**config.mk**
```make
export PLATFORM = sky130hd
export DESIGN_NAME = bitmap_block_allocator_flat
export DESIGN_NICKNAME = d
export VERILOG_FILES = /design/src/hw/rtl/bba_pkg.sv /design/src/hw/rtl/bba_in_if.sv /design/src/hw/rtl/bba_out_if.sv /design/src/hw/rtl/bitmap_block_allocator.sv /design/src/flat_wrapper.sv
export SDC_FILE = /design/constraint.sdc
export NUM_CORES = 1
export LEC_CHECK = 0
export BUFFER_PORTS_ARGS = -buffer_cell sky130_fd_sc_hd__buf_2
export CAP_MARGIN = 20
export CORE_MARGIN = 10
export CORE_UTILIZATION = 45
export CTS_BUF_LIST = sky130_fd_sc_hd__clkbuf_8 sky130_fd_sc_hd__clkbuf_16
export DETAILED_ROUTE_END_ITERATION = 6
export MAX_ROUTING_LAYER = met4
export PLACE_DENSITY = 0.62
export SYNTH_ARGS = -nofsm -noshare
export SYNTH_HDL_FRONTEND = slang
export SYNTH_SLANG_ARGS = --single-unit
```
**constraint.sdc**
```tcl
create_clock -name clk -period 4 [get_ports clk]
set_clock_uncertainty 0.15 [all_clocks]
set_input_delay 0.2 -clock clk [delete_from_list [all_inputs] [get_ports clk]]
set_output_delay 0.2 -clock clk [all_outputs]
set_load 0.1 [all_outputs]
```
**src/hw/rtl/bba_pkg.sv**
```systemverilog
package bba_pkg;

  typedef enum logic [1:0] {
    OP_ALLOC   = 2'd0,
    OP_OUTCOME = 2'd1,
    OP_LOAD    = 2'd2
  } op_t;

  typedef enum logic [1:0] {
    KIND_WRITE_REQ = 2'd0,
    KIND_FINAL     = 2'd1,
    KIND_LOAD_ACK  = 2'd2
  } kind_t;

  typedef enum logic [2:0] {
    ST_OK         = 3'd0,
    ST_FULL       = 3'd1,
    ST_WRITE_FAIL = 3'd2,
    ST_NO_PENDING = 3'd3,
    ST_PENDING    = 3'd4
  } status_t;

  typedef enum logic [2:0] {
    S_CLEAR,
    S_IDLE,
    S_SCAN,
    S_FAIL,
    S_EMIT
  } state_t;

  localparam int ID_OUT_W = 9;
  localparam int ADDR_W   = 12;

  typedef struct packed {
    kind_t                 kind;
    logic [ID_OUT_W-1:0]   block_id;
    logic [ADDR_W-1:0]     table_addr;
    logic [7:0]            table_byte;
    status_t               status;
  } res_t;

endpackage

```
**src/hw/rtl/bba_in_if.sv**
```systemverilog
interface bba_in_if;
  logic       valid;
  logic       ready;
  logic [1:0] op;
  logic       write_ok;
  logic [4:0] load_index;
  logic [7:0] load_value;

  modport source (output valid, output op, output write_ok, output load_index,
                  output load_value, input ready);
  modport sink (input valid, input op, input write_ok, input load_index,
                input load_value, output ready);
endinterface

```
**src/hw/rtl/bba_out_if.sv**
```systemverilog
interface bba_out_if;
  logic        valid;
  logic        ready;
  logic [1:0]  kind;
  logic [8:0]  block_id;
  logic [11:0] table_addr;
  logic [7:0]  table_byte;
  logic [2:0]  status;

  modport source (output valid, output kind, output block_id, output table_addr,
                  output table_byte, output status, input ready);
  modport sink (input valid, input kind, input block_id, input table_addr,
                input table_byte, input status, output ready);
endinterface

```
**src/hw/rtl/bitmap_block_allocator.sv**
```systemverilog
// Channel   | Dir | Handshake          | Payload
// in_req    | in  | valid/ready        | op, write_ok, load_index, load_value
// out_res   | out | valid/ready        | kind, block_id, table_addr, table_byte, status
// cfg       | in  | cfg_we, no wait    | cfg_wdata = table base address
//
// A scanning allocate reads one bitmap byte per cycle from the bitmap RAM until it finds a
// free bit or passes the last byte. A failed outcome steps through read, write back and emit;
// other requests, an allocate while one is pending among them, go straight to emit.
// After reset a clearing pass writes zero to every one of the BYTES bitmap bytes
// (BYTES = ceil(BLOCK_TOTAL/8)), with in_req.ready low. One request is in flight.
// A result parks in the output register; emit holds while it is full and not taken.
module bitmap_block_allocator #(
  parameter int BLOCK_TOTAL = 256
) (
  input  logic         clk,
  input  logic         rst_n,
  input  logic         cfg_we,
  input  logic [11:0]  cfg_wdata,
  bba_in_if.sink       in_req,
  bba_out_if.source    out_res
);

  localparam int BYTES = (BLOCK_TOTAL + 7) / 8;
  localparam int BA_W  = (BYTES > 1) ? $clog2(BYTES) : 1;
  localparam int ID_W  = BA_W + 3;
  localparam int REM   = BLOCK_TOTAL % 8;
  localparam logic [7:0] TAIL_MASK = (REM == 0) ? 8'hFF : 8'((1 << REM) - 1);
  localparam logic [BA_W-1:0] LAST = BA_W'(BYTES - 1);
  localparam logic [bba_pkg::ID_OUT_W-1:0] NONE_ID = bba_pkg::ID_OUT_W'(BLOCK_TOTAL);

  function automatic logic [2:0] low_zero(input logic [7:0] v);
    logic [2:0] pos;
    pos = '0;
    for (int i = 7; i >= 0; i--) begin
      if (!v[i]) pos = 3'(i);
    end
    return pos;
  endfunction

  logic [7:0]          bitmap_mem_r [BYTES];
  logic [7:0]          rd_data_r;
  logic [BA_W-1:0]     rd_addr;
  logic                mem_we;
  logic [BA_W-1:0]     mem_waddr;
  logic [7:0]          mem_wdata;

  bba_pkg::state_t     state_r, state_nxt;
  logic [BA_W-1:0]     scan_r, scan_nxt;
  logic                pend_valid_r, pend_valid_nxt;
  logic [ID_W-1:0]     pend_block_r, pend_block_nxt;
  logic [11:0]         base_r;
  bba_pkg::res_t       res_r, res_nxt;
  bba_pkg::res_t       out_r, out_nxt;
  logic                out_valid_r, out_valid_nxt;

  logic                in_fire;
  logic                slot_free;
  logic                load_in_range;
  logic [7:0]          scan_byte;
  logic                scan_found;
  logic [2:0]          scan_bit;
  logic [2:0]          pend_bit;

  assign in_fire       = in_req.valid && in_req.ready;
  assign slot_free     = !out_valid_r || out_res.ready;
  assign load_in_range = 32'(in_req.load_index) < 32'(BYTES);
  assign scan_byte     = rd_data_r | ((scan_r == LAST) ? ~TAIL_MASK : 8'h00);
  assign scan_found    = scan_byte != 8'hFF;
  assign scan_bit      = low_zero(scan_byte);
  assign pend_bit      = pend_block_r[2:0];

  always_ff @(posedge clk) begin
    if (mem_we) begin
      bitmap_mem_r[mem_waddr] <= mem_wdata;
    end
  end

  always_ff @(posedge clk) begin
    rd_data_r <= bitmap_mem_r[rd_addr];
  end

  always_comb begin
    state_nxt = state_r;
    case (state_r)
      bba_pkg::S_CLEAR: begin
        if (scan_r == LAST) state_nxt = bba_pkg::S_IDLE;
      end
      bba_pkg::S_IDLE: begin
        if (in_fire) begin
          case (bba_pkg::op_t'(in_req.op))
            bba_pkg::OP_ALLOC: begin
              state_nxt = pend_valid_r ? bba_pkg::S_EMIT : bba_pkg::S_SCAN;
            end
            bba_pkg::OP_OUTCOME: begin
              state_nxt = (pend_valid_r && !in_req.write_ok) ? bba_pkg::S_FAIL
                                                              : bba_pkg::S_EMIT;
            end
            bba_pkg::OP_LOAD: state_nxt = bba_pkg::S_EMIT;
            default: state_nxt = bba_pkg::S_IDLE;
          endcase
        end
      end
      bba_pkg::S_SCAN: begin
        if (scan_found || scan_r == LAST) state_nxt = bba_pkg::S_EMIT;
      end
      bba_pkg::S_FAIL: state_nxt = bba_pkg::S_EMIT;
      bba_pkg::S_EMIT: begin
        if (slot_free) state_nxt = bba_pkg::S_IDLE;
      end
      default: state_nxt = bba_pkg::S_IDLE;
    endcase
  end

  always_comb begin
    in_req.ready   = 1'b0;
    mem_we         = 1'b0;
    mem_waddr      = scan_r;
    mem_wdata      = 8'h00;
    rd_addr        = scan_r;
    scan_nxt       = scan_r;
    pend_valid_nxt = pend_valid_r;
    pend_block_nxt = pend_block_r;
    res_nxt        = res_r;
    out_nxt        = out_r;
    out_valid_nxt  = out_valid_r && !out_res.ready;
    case (state_r)
      bba_pkg::S_CLEAR: begin
        mem_we   = 1'b1;
        scan_nxt = (scan_r == LAST) ? '0 : scan_r + 1'b1;
      end
      bba_pkg::S_IDLE: begin
        in_req.ready = 1'b1;
        if (in_fire) begin
          case (bba_pkg::op_t'(in_req.op))
            bba_pkg::OP_ALLOC: begin
              if (pend_valid_r) begin
                res_nxt = '{bba_pkg::KIND_FINAL, bba_pkg::ID_OUT_W'(pend_block_r),
                            12'h000, 8'h00, bba_pkg::ST_PENDING};
              end else begin
                rd_addr  = '0;
                scan_nxt = '0;
              end
            end
            bba_pkg::OP_OUTCOME: begin
              if (!pend_valid_r) begin
                res_nxt = '{bba_pkg::KIND_FINAL, NONE_ID, 12'h000, 8'h00,
                            bba_pkg::ST_NO_PENDING};
              end else begin
                pend_valid_nxt = 1'b0;
                if (in_req.write_ok) begin
                  res_nxt = '{bba_pkg::KIND_FINAL, bba_pkg::ID_OUT_W'(pend_block_r),
                              12'h000, 8'h00, bba_pkg::ST_OK};
                end else begin
                  rd_addr = pend_block_r[ID_W-1:3];
                end
              end
            end
            bba_pkg::OP_LOAD: begin
              mem_we    = load_in_range;
              mem_waddr = BA_W'(in_req.load_index);
              mem_wdata = in_req.load_value;
              res_nxt   = '{bba_pkg::KIND_LOAD_ACK, '0,
                            12'(base_r + 12'(in_req.load_index)),
                            in_req.load_value, bba_pkg::ST_OK};
            end
            default: ;
          endcase
        end
      end
      bba_pkg::S_SCAN: begin
        if (scan_found) begin
          mem_we         = 1'b1;
          mem_wdata      = rd_data_r | (8'h01 << scan_bit);
          pend_valid_nxt = 1'b1;
          pend_block_nxt = {scan_r, scan_bit};
          res_nxt        = '{bba_pkg::KIND_WRITE_REQ,
                             bba_pkg::ID_OUT_W'({scan_r, scan_bit}),
                             12'(base_r + 12'(scan_r)),
                             rd_data_r | (8'h01 << scan_bit), bba_pkg::ST_OK};
        end else if (scan_r == LAST) begin
          res_nxt = '{bba_pkg::KIND_FINAL, NONE_ID, 12'h000, 8'h00, bba_pkg::ST_FULL};
        end else begin
          scan_nxt = scan_r + 1'b1;
          rd_addr  = scan_r + 1'b1;
        end
      end
      bba_pkg::S_FAIL: begin
        mem_we    = 1'b1;
        mem_waddr = pend_block_r[ID_W-1:3];
        mem_wdata = rd_data_r & ~(8'h01 << pend_bit);
        res_nxt   = '{bba_pkg::KIND_FINAL, NONE_ID, 12'h000, 8'h00,
                      bba_pkg::ST_WRITE_FAIL};
      end
      bba_pkg::S_EMIT: begin
        if (slot_free) begin
          out_valid_nxt = 1'b1;
          out_nxt       = res_r;
        end
      end
      default: ;
    endcase
  end

  always_ff @(posedge clk) begin
    if (!rst_n) begin
      state_r      <= bba_pkg::S_CLEAR;
      scan_r       <= '0;
      pend_valid_r <= 1'b0;
      pend_block_r <= '0;
      base_r       <= '0;
      out_valid_r  <= 1'b0;
    end else begin
      state_r      <= state_nxt;
      scan_r       <= scan_nxt;
      pend_valid_r <= pend_valid_nxt;
      pend_block_r <= pend_block_nxt;
      out_valid_r  <= out_valid_nxt;
      if (cfg_we) base_r <= cfg_wdata;
    end
  end

  always_ff @(posedge clk) begin
    res_r <= res_nxt;
    out_r <= out_nxt;
  end

  assign out_res.valid      = out_valid_r;
  assign out_res.kind       = out_r.kind;
  assign out_res.block_id   = out_r.block_id;
  assign out_res.table_addr = out_r.table_addr;
  assign out_res.table_byte = out_r.table_byte;
  assign out_res.status     = out_r.status;

`ifndef SYNTH
  a_pend_in_range: assert property (@(posedge clk) disable iff (!rst_n)
    pend_valid_r |-> (32'(pend_block_r) < 32'(BLOCK_TOTAL)))
    else $error("pending block beyond block count");

  a_scan_in_range: assert property (@(posedge clk) disable iff (!rst_n)
    (state_r == bba_pkg::S_SCAN || state_r == bba_pkg::S_CLEAR) |->
    (32'(scan_r) < 32'(BYTES)))
    else $error("scan pointer beyond bitmap");

  a_result_from_emit: assert property (@(posedge clk) disable iff (!rst_n)
    $rose(out_valid_r) |-> $past(state_r) == bba_pkg::S_EMIT)
    else $error("result launched outside emit");

  a_no_take_while_busy: assert property (@(posedge clk) disable iff (!rst_n)
    (state_r == bba_pkg::S_SCAN || state_r == bba_pkg::S_FAIL) |=>
    (state_r != bba_pkg::S_IDLE || $past(state_r) == bba_pkg::S_EMIT ||
     $past(state_r) == bba_pkg::S_SCAN || $past(state_r) == bba_pkg::S_FAIL))
    else $error("request taken while one is in flight");
`endif

endmodule
```
**src/flat_wrapper.sv**
```systemverilog
// flat-port wrapper written by rule: the top's interface ports become plain ports
module bitmap_block_allocator_flat 
#(
  parameter int BLOCK_TOTAL = 256
)
  (clk, rst_n, cfg_we, cfg_wdata, in_req_valid, in_req_op, in_req_write_ok, in_req_load_index, in_req_load_value, in_req_ready, out_res_valid, out_res_kind, out_res_block_id, out_res_table_addr, out_res_table_byte, out_res_status, out_res_ready);
  bba_in_if in_req_i ();
  bba_out_if out_res_i ();
  input  logic clk;
  input  logic rst_n;
  input  logic cfg_we;
  input  logic [11:0] cfg_wdata;
  input wire logic [$bits(in_req_i.valid)-1:0] in_req_valid;
  input wire logic [$bits(in_req_i.op)-1:0] in_req_op;
  input wire logic [$bits(in_req_i.write_ok)-1:0] in_req_write_ok;
  input wire logic [$bits(in_req_i.load_index)-1:0] in_req_load_index;
  input wire logic [$bits(in_req_i.load_value)-1:0] in_req_load_value;
  output wire logic [$bits(in_req_i.ready)-1:0] in_req_ready;
  output wire logic [$bits(out_res_i.valid)-1:0] out_res_valid;
  output wire logic [$bits(out_res_i.kind)-1:0] out_res_kind;
  output wire logic [$bits(out_res_i.block_id)-1:0] out_res_block_id;
  output wire logic [$bits(out_res_i.table_addr)-1:0] out_res_table_addr;
  output wire logic [$bits(out_res_i.table_byte)-1:0] out_res_table_byte;
  output wire logic [$bits(out_res_i.status)-1:0] out_res_status;
  input wire logic [$bits(out_res_i.ready)-1:0] out_res_ready;
  assign in_req_i.valid = in_req_valid;
  assign in_req_i.op = in_req_op;
  assign in_req_i.write_ok = in_req_write_ok;
  assign in_req_i.load_index = in_req_load_index;
  assign in_req_i.load_value = in_req_load_value;
  assign in_req_ready = in_req_i.ready;
  assign out_res_valid = out_res_i.valid;
  assign out_res_kind = out_res_i.kind;
  assign out_res_block_id = out_res_i.block_id;
  assign out_res_table_addr = out_res_i.table_addr;
  assign out_res_table_byte = out_res_i.table_byte;
  assign out_res_status = out_res_i.status;
  assign out_res_i.ready = out_res_ready;
  bitmap_block_allocator #(.BLOCK_TOTAL(BLOCK_TOTAL)) u_core (.clk(clk), .rst_n(rst_n), .cfg_we(cfg_we), .cfg_wdata(cfg_wdata), .in_req(in_req_i), .out_res(out_res_i));
endmodule
```
==> results of run 1 <==
==> routing by layer <==
| layer | track usage | vias up | part of all wire |
|---|---|---|---|
| met4 | 0.06548 | 0 | 0.031 |
| met5 | - | - | 0 |
| met2 | 0.3086 | 416 | 0.47 |
| met1 | 0.2509 | 5453 | 0.43 |
| li1 | - | 5229 | - |
| met3 | 0.02828 | 89 | 0.062 |
==> Yosys cell counts, types with 6 or more instances <==
| master | n | share of area |
|---|---|---|
| and3_1 | 29 | 0.011 |
| nand4_1 | 14 | 0.0055 |
| o21ai_0 | 40 | 0.013 |
| buf_2 | 27 | 0.0086 |
| buf_1 | 6 | 0.0014 |
| mux2i_1 | 17 | 0.011 |
| or4_1 | 7 | 0.0033 |
| buf_4 | 9 | 0.0043 |
| nand3_1 | 135 | 0.043 |
| nor2b_1 | 24 | 0.0095 |
| buf_6 | 6 | 0.0043 |
| clkbuf_1 | 28 | 0.0067 |
| a31oi_1 | 24 | 0.0095 |
| nor2_1 | 59 | 0.014 |
| nor3_2 | 7 | 0.0044 |
| ha_1 | 18 | 0.014 |
| o22ai_1 | 18 | 0.0071 |
| a21o_1 | 7 | 0.0033 |
| inv_1 | 25 | 0.0059 |
| a21oi_1 | 69 | 0.022 |
| a21boi_0 | 10 | 0.0048 |
| edfxtp_1 | 324 | 0.62 |
| a22oi_1 | 6 | 0.0029 |
| dfxtp_1 | 38 | 0.048 |
| nand2_1 | 319 | 0.076 |
==> cells in the final DEF (no fill, tap or decap), drive strengths merged, types with 5 or more instances in the layout <==
cell type and n:
ha 18, a21oi 69, nor3 8, dfxtp 38, nand4 15, or4 7
nand2 320, a21boi 10, a31oi 24, clkbuf 40, o22ai 18, mux2i 17
nor2b 25, a21o 7, o21ai 41, nor2 59, a22oi 6, edfxtp 324
and3 29, a32oi 5, inv 36, dlygate4sd3 23, buf 148, nand3 137
clkinv 13
==> final timing paths <==
check / start / to
hold / removal: rst_n / u_core.pend_valid_r$_SDFFE_PN0P_
setup / recovery: u_core.scan_r[0]$_SDFFE_PN0P_ / u_core.rd_data_r[0]$_DFF_P_
hold reg to reg: u_core.res_r[4]$_DFFE_PP_ / u_core.out_res.table_byte[1]$_DFFE_PP_
setup reg to reg: u_core.scan_r[0]$_SDFFE_PN0P_ / u_core.rd_data_r[0]$_DFF_P_
==> final cells by class <==
| type | count | area share |
|---|---|---|
| Timing Repair Buffer | 171 | 0.07048 |
| Clock inverter | 26 | 0.01075 |
| Sequential cell | 362 | 0.5671 |
| Inverter | 27 | 0.005479 |
| Clock buffer | 40 | 0.05290 |
| Multi-Input combinational cell | 886 | 0.2625 |
| Tap cell | 455 | 0.03078 |
==> worst reg2reg max path: cells and delay by family (launching register included) <==
family | cells | cell delay (ns)
adder cells (fa/ha/maj) | 2 | 0.42
buffers and inverters | 1 | 0.18
AND/OR/NAND/NOR | 5 | 1.55
flip-flops | 1 | 0.31
AO/OA/AOI/OAI | 3 | 1.06
==> flip-flops by register name, summed over array words and instances, names as in the netlist <==
name                       cells
u_core.bitmap_mem_r          256
u_core.res_r                  34
u_core.base_r                 12
u_core.out_res.table_addr     12
u_core.out_res.block_id        9
u_core.out_res.table_byte      8
u_core.pend_block_r            8
u_core.rd_data_r               8
u_core.scan_r                  5
u_core.out_res.status          3
u_core.state_r                 3
u_core.out_res.kind            2
u_core.out_res.valid           1
u_core.pend_valid_r            1
==> stage by stage <==
step / util / hold WS, ns / cells / setup slack, ns / total power (uW)
final: 0.5355 / 0.004287 / 1967 / 0.2274 / 8093
after global routing: 0.5355 / 0.04277 / 1967 / 0.09358 / 8365
after CTS: 0.5331 / 0.005285 / 1962 / 0.1317 / 8140
after detailed placement: 0.4924 / 0.2545 / 1873 / 0.1778 / 4794
after global placement: 0.4924 / 0.2508 / 1873 / 0.2751 / 4789
after floorplan: - / 0.2195 / 1352 / 0.2797 / 4590
==> power breakdown <==
| part | total [uW] | internal (uW) | switching (uW) | leakage (uW) |
|---|---|---|---|---|
| clock | 3350 | 1910 | 1440 | 0.000591 |
| combinational | 580 | 220 | 360 | 0.00314 |
| sequential | 4170 | 4100 | 62.3 | 0.00309 |
| total | 8090 | 6230 | 1860 | 0.00682 |
==> cells by family after synthesis <==
| logic type | count (synthesis) |
|---|---|
| xor+xnor | 4 |
| simple gates | 624 |
| buf+inv | 104 |
| flops | 362 |
| compound gates | 221 |
| mux | 17 |
| fa+ha+maj | 20 |
==> timing repair <==
action,CTS,global route
hold buffers,23,0
hold endpoints to repair,23,0
buffers inserted,0,4
setup endpoints to repair,0,3
==> results by group, run 1 <==
Floorplan
  • Row cnt: 68
  • Die W: 207.3 um
  • Chip height: 207.3 um
  • Initial Util: 0.4570
  • DIE AREA: 42970 sq um
  • CORE AREA: 34540 sq um
  • Boundary Pins: 69

Critical path
  • CP Max Fanout: 14
  • Kind of cell adding the most delay to the critical path: simple AND/OR/NAND/NOR gates
  • Worst endpoint required time: 4.30 ns
  • Crit path buffers/inverters: 1
  • R2R setup slack: 0.23 ns
  • CP max stage delay: 0.65 ns
  • Worst-path cell chain: ha_1 > and3_1 > ha_1 > buf_4 > o41ai_1 > nand3_2 > a221o_1 > nand3_1 > a21oi_1 > or4_1 > nor3_2
  • Slowest CP cell: or4_1
  • Worst setup SP type: flop
  • CP arrival: 4.08 ns
  • Cell mode on critical path: ha_1
  • R2R depth: 11
  • Endpoint type of the worst setup path: flop
  • Levels on crit path: 11
  • Crit path kind: flop to flop

CTS
  • Num CTS Buffers: 38
  • TritonCTS clock tree: yes
  • Clock Pin Slew Worst Setup and Hold Paths: 0.06 ns
  • # resized after CTS: 0
  • H-Tree Depth: 2
  • CTS sink cnt: 362
  • Clock Tree Buf Depth: 3
  • Root buf cell: clkbuf_16
  • Clk_lat worst skew: 0.54 ns

GRT
  • First-pass GRT wire length: 65010 um
  • Largest net degree at the start of global routing: 86
  • Total Routing Usage GR: 0.1941
  • Initial antenna violation count: 0
  • Number of global-route vias before repair: 10955
  • Grt total ovfl: 0

Logic synthesis
  • EDFF count, synth: 324
  • Post-Synth Simple-Gate Area: 0.1833
  • Mapped Nets: 1405
  • Seq cells post-synth: 362
  • Synth cell types: 74
  • Main combinational cell family by area after synthesis: simple AND/OR/NAND/NOR gates
  • Syn_area_per_cell: 11.68 sq um
  • Post-Synth XOR/XNOR Area: 0.002219
  • Sequential cell area fraction in the yosys report: 0.6645
  • Ys flop type: edfxtp_1
  • Syn Std Cell Area: 15790 sq um
  • Post-synthesis mux area share: 0.01078
  • Post-synthesis compound-gate area fraction: 0.09043
  • Post-synth ARST share: 0
  • Yosys warning total: 0
  • Cells after synthesis: 1352
  • Adder-cell share of the synthesized area: 0.01680

Placement
  • IO Port Bufs: 68
  • Final RePlAce weighted congestion: 0.9500
  • Hpwl dp: 27590 um
  • Post-placement cell area: 17010 sq um

Detailed routing
  • Vias per inst: 5.687
  • Drt drc: 0
  • Drt first pass iters: 5
  • DR iter-0 viols: 1037
  • WL/cell: 21.22 um
  • Routed WL: 41730 um
  • Antenna viol nets, final: 0
  • DR vias: 11187

STA
  • Final hold vios: 0
  • Final setup violation count: 0
  • Post-layout min period: 3.773 ns
  • Max Fclk: 265.1 MHz
  • Slew @ Worst Pin: 0.9427 ns
  • Max-slew headroom: 0.3700
  • Final TNS setup: 0 ns
  • Final worst path period share: 0.9432
  • RSZ-0062 raised after global routing: false
  • Pins Over Slew Limit: 0

Pwr
  • Leakage: 0.006824 uW
  • VDD IR max: 0.3371 mV
  • P per Cell Area: 437.5 nW/um^2

Cells and area
  • Register area: 10490 sq um
  • Design Area, Final: 18500 sq um
  • Filler instances: 2981
  • Multi-input logic area: 4856 sq um
  • Layout cells sized above 1: 0.1528
  • Fin nets: 1539
  • N_diodes: 0
  • Layout-stage area growth over the synthesis result: 17.17%

Outcome
  • Status: complete, no violations

Flow run
  • Max-cap viol count: 0

Hold path
  • Min-delay worst type: input pin to flop
  • Hold path depth: 3
Note: power is estimated with default switching activity, not from simulation.
==> inputs of run 2 (changes only) <==
CTS_BUF_LIST = default   (was sky130_fd_sc_hd__clkbuf_8 sky130_fd_sc_hd__clkbuf_16)
TNS_END_PERCENT = 20   (was default)
==> run 2 against run 1 <==
Against the previous run: utilization did not move; sequential share of layout area did not move; maximum frequency rose by 0.36%; final cell count did not move; critical path type unchanged; largest cell class unchanged; largest power group unchanged; highest routed layer unchanged.
==> results by group, run 2 (synthesis gave the netlist of run 1 again) <==
Cells and area
  • Top reg by flops: u_core.bitmap_mem_r
  • Layout cells sized above 1: 0.1528
  • Largest register FFs: 256
  • Final core area utilization: 0.5355
  • Layout-stage area growth over the synthesis result: 17.17%
  • Largest regs: u_core.bitmap_mem_r (256), u_core.res_r (34)
  • Most frequent cells in the layout: edfxtp_1 (324), nand2_1 (319), nand3_1 (135), buf_4 (70)
  • Final Non-Filler Cells: 1967
  • Register area: 10490 sq um
  • Multi-input logic area: 4856 sq um
  • Filler instances: 2981
  • N_diodes: 0
  • Most common cell after layout, fill and taps aside: edfxtp_1
  • Fin nets: 1539
  • Design Area, Final: 18500 sq um

Critical path
  • Worst-path cell chain: ha_1 > and3_1 > ha_1 > buf_4 > o41ai_1 > nand3_2 > a221o_1 > nand3_1 > a21oi_1 > or4_1 > nor3_2
  • Endpoint type of the worst setup path: flop
  • Cell mode on critical path: ha_1
  • CP arrival: 4.06 ns
  • Levels on crit path: 11
  • Worst setup SP type: flop
  • CP max stage delay: 0.64 ns
  • Worst endpoint required time: 4.30 ns
  • Slowest CP cell: or4_1
  • Crit path kind: flop to flop
  • R2R depth: 11
  • CP Max Fanout: 14
  • Crit path buffers/inverters: 1
  • Kind of cell adding the most delay to the critical path: simple AND/OR/NAND/NOR gates

Detailed routing
  • Drt drc: 0
  • Met2 wire len: 19840 um
  • Metal3 WL: 2463 um
  • Vias per inst: 5.679
  • Drt first pass iters: 6
  • Top Layer Used: met4
  • Antenna viol nets, final: 0
  • Routed WL: 41740 um
  • M1 WL: 18140 um
  • DR vias: 11170
  • DR iter-0 viols: 1035
  • WL/cell: 21.22 um

Pwr
  • Leakage: 0.006803 uW
  • P per Cell Area: 438.0 nW/um^2
  • VDD IR max: 0.3375 mV

CTS
  • Clk_lat worst skew: 0.54 ns
  • H-Tree Depth: 2
  • CTS sink cnt: 362
  • Clock Pin Slew Worst Setup and Hold Paths: 0.06 ns
  • # resized after CTS: 0
  • TritonCTS clock tree: yes
  • Clock Tree Buf Depth: 3
  • Num CTS Buffers: 38
  • Root buf cell: clkbuf_16

STA
  • Pins Over Slew Limit: 0
  • Post-layout min period: 3.759 ns
  • Slew @ Worst Pin: 0.9438 ns
  • RSZ-0062 raised after global routing: false
  • Final hold vios: 0
  • Final worst path period share: 0.9397
  • WHS: 0.003587 ns
  • Final TNS setup: 0 ns
  • Final setup violation count: 0
  • Max-slew headroom: 0.3693
  • Max Fclk: 266.0 MHz

Placement
  • Hpwl dp: 27590 um
  • Post-placement cell area: 17010 sq um
  • Cells after DPL: 1873
  • Final RePlAce weighted congestion: 0.9500
  • IO Port Bufs: 68

GRT
  • Number of global-route vias before repair: 10955
  • First-pass GRT wire length: 65010 um
  • Largest net degree at the start of global routing: 86
  • Total Routing Usage GR: 0.1941
  • Initial antenna violation count: 0
  • Grt total ovfl: 0

Outcome
  • Status: complete, no violations

Floorplan
  • CORE AREA: 34540 sq um
  • DIE AREA: 42970 sq um
  • Die W: 207.3 um
  • Row cnt: 68
  • Initial Util: 0.4570
  • Chip height: 207.3 um
  • Boundary Pins: 69

Hold path
  • Hold path depth: 3
  • Min-delay worst type: input pin to flop

Flow run
  • Max-cap viol count: 0
-- run 2: per-stage QoR --
stage,total power [uW],setup WS (ns)
5_1_grt,8377,0.09358
3_3_place_gp,4789,0.2751
2_1_floorplan,4590,0.2797
4_1_cts,8152,0.1317
3_5_place_dp,4794,0.1778
6_report,8101,0.2410
-- run 2: per-layer routing --
metal,vias up,global-route usage
li1,5231,-
met1,5458,0.2509
met2,395,0.3086
met3,86,0.02828
met4,0,0.06548
met5,-,-
-- run 2: path summary, 6_finish.rpt --
path	from	slack, ns	end
worst max-delay path	u_core.scan_r[0]$_SDFFE_PN0P_	0.24	u_core.rd_data_r[0]$_DFF_P_
worst min-delay path	rst_n	0.004	u_core.pend_valid_r$_SDFFE_PN0P_
worst max register to register	u_core.scan_r[0]$_SDFFE_PN0P_	0.24	u_core.rd_data_r[0]$_DFF_P_
worst min register to register	u_core.res_r[4]$_DFFE_PP_	0.27	u_core.out_res.table_byte[1]$_DFFE_PP_
-- run 2: power by group --
part | switching, uW | total, uW | internal, uW
combinational | 360 | 579 | 220
clock | 1440 | 3360 | 1920
sequential | 62.3 | 4170 | 4100
total | 1860 | 8100 | 6240
-- run 2: worst reg2reg max path: stages (launching register included) --
cell,delay (ns)
dfxtp_1,0.31
ha_1,0.22
and3_1,0.20
ha_1,0.20
buf_4,0.18
o41ai_1,0.41
nand3_2,0.15
a221o_1,0.57
nand3_1,0.38
a21oi_1,0.09
or4_1,0.64
nor3_2,0.15
-- run 2: cell type report --
type | count | area share
Clock buffer | 45 | 0.05391
Clock inverter | 21 | 0.009740
Inverter | 27 | 0.005479
Multi-Input combinational cell | 886 | 0.2625
Sequential cell | 362 | 0.5671
Tap cell | 455 | 0.03078
Timing Repair Buffer | 171 | 0.07048
-- run 2: timing repair --
| item | in CTS | in global routing |
|---|---|---|
| hold endpoints to repair | 23 | 0 |
| hold buffers | 23 | 0 |
| buffers inserted | 0 | 4 |
| setup endpoints to repair | 0 | 3 |
==> inputs of run 3 (changes only) <==
CAP_MARGIN = default   (was 20)
GPL_TIMING_DRIVEN = 0   (was default)
HOLD_SLACK_MARGIN = 0.12   (was default)
==> run 3 against run 2 <==
Against the previous run: maximum frequency is 2.6% lower; count of clock-buffer cells in the layout is 4 higher; die area stayed put; highest routed layer unchanged; first-iteration DRC count is 0.58% higher; wire length is 1.7% lower; global-route usage is 0.33 points lower; critical path type unchanged; worst setup slack worse by 0.099 ns; non-clock buffer count is 20 higher; final area is 1.1% higher; worst hold slack better by 0.16 ns.
==> results by group, run 3 (synthesis gave the netlist of run 1 again) <==
STA
  • Final setup violation count: 0
  • Slew @ Worst Pin: 1.415 ns
  • Final TNS setup: 0 ns
  • Max-slew headroom: 0.05679
  • Final WS setup: 0.1419 ns
  • RSZ-0062 raised after global routing: false
  • WHS: 0.1668 ns
  • Post-layout min period: 3.858 ns
  • Final worst path period share: 0.9645
  • Max Fclk: 259.2 MHz
  • Pins Over Slew Limit: 0
  • Final hold vios: 0

CTS
  • Root buf cell: clkbuf_16
  • TritonCTS clock tree: yes
  • Clock Pin Slew Worst Setup and Hold Paths: 0.06 ns
  • Post-CTS Setup Inserts: 0
  • Clock Tree Buf Depth: 3
  • H-Tree Depth: 2
  • Num CTS Buffers: 39
  • CTS sink cnt: 362
  • Clk_lat worst skew: 0.55 ns

Cells and area
  • Layout cells sized above 1: 0.1430
  • Design Area, Final: 18690 sq um
  • Fin nets: 1560
  • Most common cell after layout, fill and taps aside: edfxtp_1
  • Top reg by flops: u_core.bitmap_mem_r
  • Filler instances: 2950
  • Largest register FFs: 256
  • Most frequent cells in the layout: edfxtp_1 (324), nand2_1 (319), nand3_1 (134), buf_2 (86), a21oi_1 (68)
  • Largest regs: u_core.bitmap_mem_r (256), u_core.res_r (34)
  • Layout-stage area growth over the synthesis result: 18.42%
  • N_diodes: 0

Pwr
  • Switching Share: 0.2221
  • Sw Pwr: 1910 uW
  • Pint: 6692 uW
  • Leakage: 0.006849 uW
  • Tot Pwr: 8602 uW
  • Clock network power share: 0.445
  • Logic pwr share: 0.073
  • VDD IR max: 0.2610 mV
  • P per Cell Area: 460.1 nW/um^2
  • Sequential share of power: 0.482

Placement
  • Hpwl dp: 28150 um
  • DP Worst Slack: -0.4235 ns
  • IO Port Bufs: 66
  • Final RePlAce weighted congestion: 0.9685
  • Post-placement cell area: 16840 sq um

Floorplan
  • Boundary Pins: 69
  • DIE AREA: 42970 sq um
  • Die W: 207.3 um
  • Initial Util: 0.4570
  • CORE AREA: 34540 sq um
  • Chip height: 207.3 um
  • Row cnt: 68

GRT
  • Initial antenna violation count: 0
  • Grt total ovfl: 0
  • Number of global-route vias before repair: 10881
  • First-pass GRT wire length: 63190 um
  • Total Routing Usage GR: 0.1908
  • Largest net degree at the start of global routing: 35

Detailed routing
  • Vias per inst: 5.606
  • Drt first pass iters: 6
  • DR vias: 11173
  • DR iter-0 viols: 1041
  • WL/cell: 20.59 um
  • Routed WL: 41040 um
  • Drt drc: 0
  • Antenna viol nets, final: 0

Hold path
  • Hold path start: in_req_load_index[2]
  • Hold path depth: 4
  • Min-delay worst type: input pin to flop
  • Hold path endpoint: u_core.res_r[13]$_DFFE_PP_

Outcome
  • Status: complete, no violations

Critical path
  • CP Max Fanout: 32
  • Endpoint type of the worst setup path: flop
  • Reg2reg end: u_core.bitmap_mem_r[5][0]$_DFFE_PP_
  • Worst setup SP type: flop
  • Worst endpoint required time: 3.93 ns
  • R2R depth: 7
  • Crit path kind: flop to flop
  • CP arrival: 3.79 ns
  • Reg2reg start: u_core.rd_data_r[0]$_DFF_P_
  • R2R setup slack: 0.14 ns

Flow run
  • Max-cap viol count: 0
-- run 3: worst max path at each step --
stage	from	endpoint	slack (ns)
final	u_core.rd_data_r[0]$_DFF_P_	u_core.bitmap_mem_r[5][0]$_DFFE_PP_	0.14
after global routing	u_core.scan_r[1]$_SDFFE_PN0P_	u_core.rd_data_r[5]$_DFF_P_	0.004
after CTS	u_core.scan_r[1]$_SDFFE_PN0P_	u_core.rd_data_r[5]$_DFF_P_	0.03
after detailed placement	u_core.scan_r[2]$_SDFFE_PN0P_	u_core.rd_data_r[5]$_DFF_P_	-0.42
after global placement	u_core.rd_data_r[2]$_DFF_P_	u_core.bitmap_mem_r[6][2]$_DFFE_PP_	-2.29
after floorplan	u_core.scan_r[2]$_SDFFE_PN0P_	u_core.res_r[0]$_DFFE_PP_	0.28
-- run 3: critical path, cell delays in order (launching register included) --
cell and delay [ns]:
dfxtp_1 0.46, and4_1 0.22, buf_2 0.21, nand2_1 0.27, nand2_1 0.35, clkbuf_1 0.52, clkbuf_1 0.59, nand3_4 0.58
-- run 3: what timing repair did --
action | in CTS | in global routing
endpoints found under the setup margin | 40 | 7
endpoints found under the hold margin | 56 | 0
resized for setup | 8 | 18
hold buffers | 42 | 0
cloned | 0 | 0
-- run 3: power groups by stage --
stage / logic [uW] / clock network, uW / registers (uW)
after global routing: 693 / 4040 / 4150
after CTS: 613 / 3870 / 4150
final: 628 / 3830 / 4150
after global placement: 567 / 0 / 4220
after detailed placement: 576 / 0 / 4230
after floorplan: 379 / 0 / 4210
-- run 3: area by class of cell --
cell class	count	area [sq um]	area share
Clock buffer	49	1065	0.05696
Inverter	27	101.3	0.005421
Tap cell	455	569.3	0.03045
Sequential cell	362	10490	0.5612
Multi-Input combinational cell	886	4882	0.2612
Timing Repair Buffer	114	839.6	0.04491
Buffer	77	432.9	0.02316
Clock inverter	23	312.8	0.01673
-- run 3: layer usage --
metal  share of wire  up-vias  GRT usage
met2            0.47      445     0.2979
met1            0.43     5361     0.2416
met5               0        -          -
met3           0.064      100    0.03159
li1                -     5267          -
met4           0.041        0    0.08329
-- run 3: per-stage QoR --
| stage | instances | util |
|---|---|---|
| 6_report | 1993 | 0.5412 |
| 5_1_grt | 1993 | 0.5412 |
| 4_1_cts | 1993 | 0.5401 |
| 3_5_place_dp | 1879 | 0.4874 |
| 3_3_place_gp | 1873 | 0.4830 |
| 2_1_floorplan | 1352 | - |
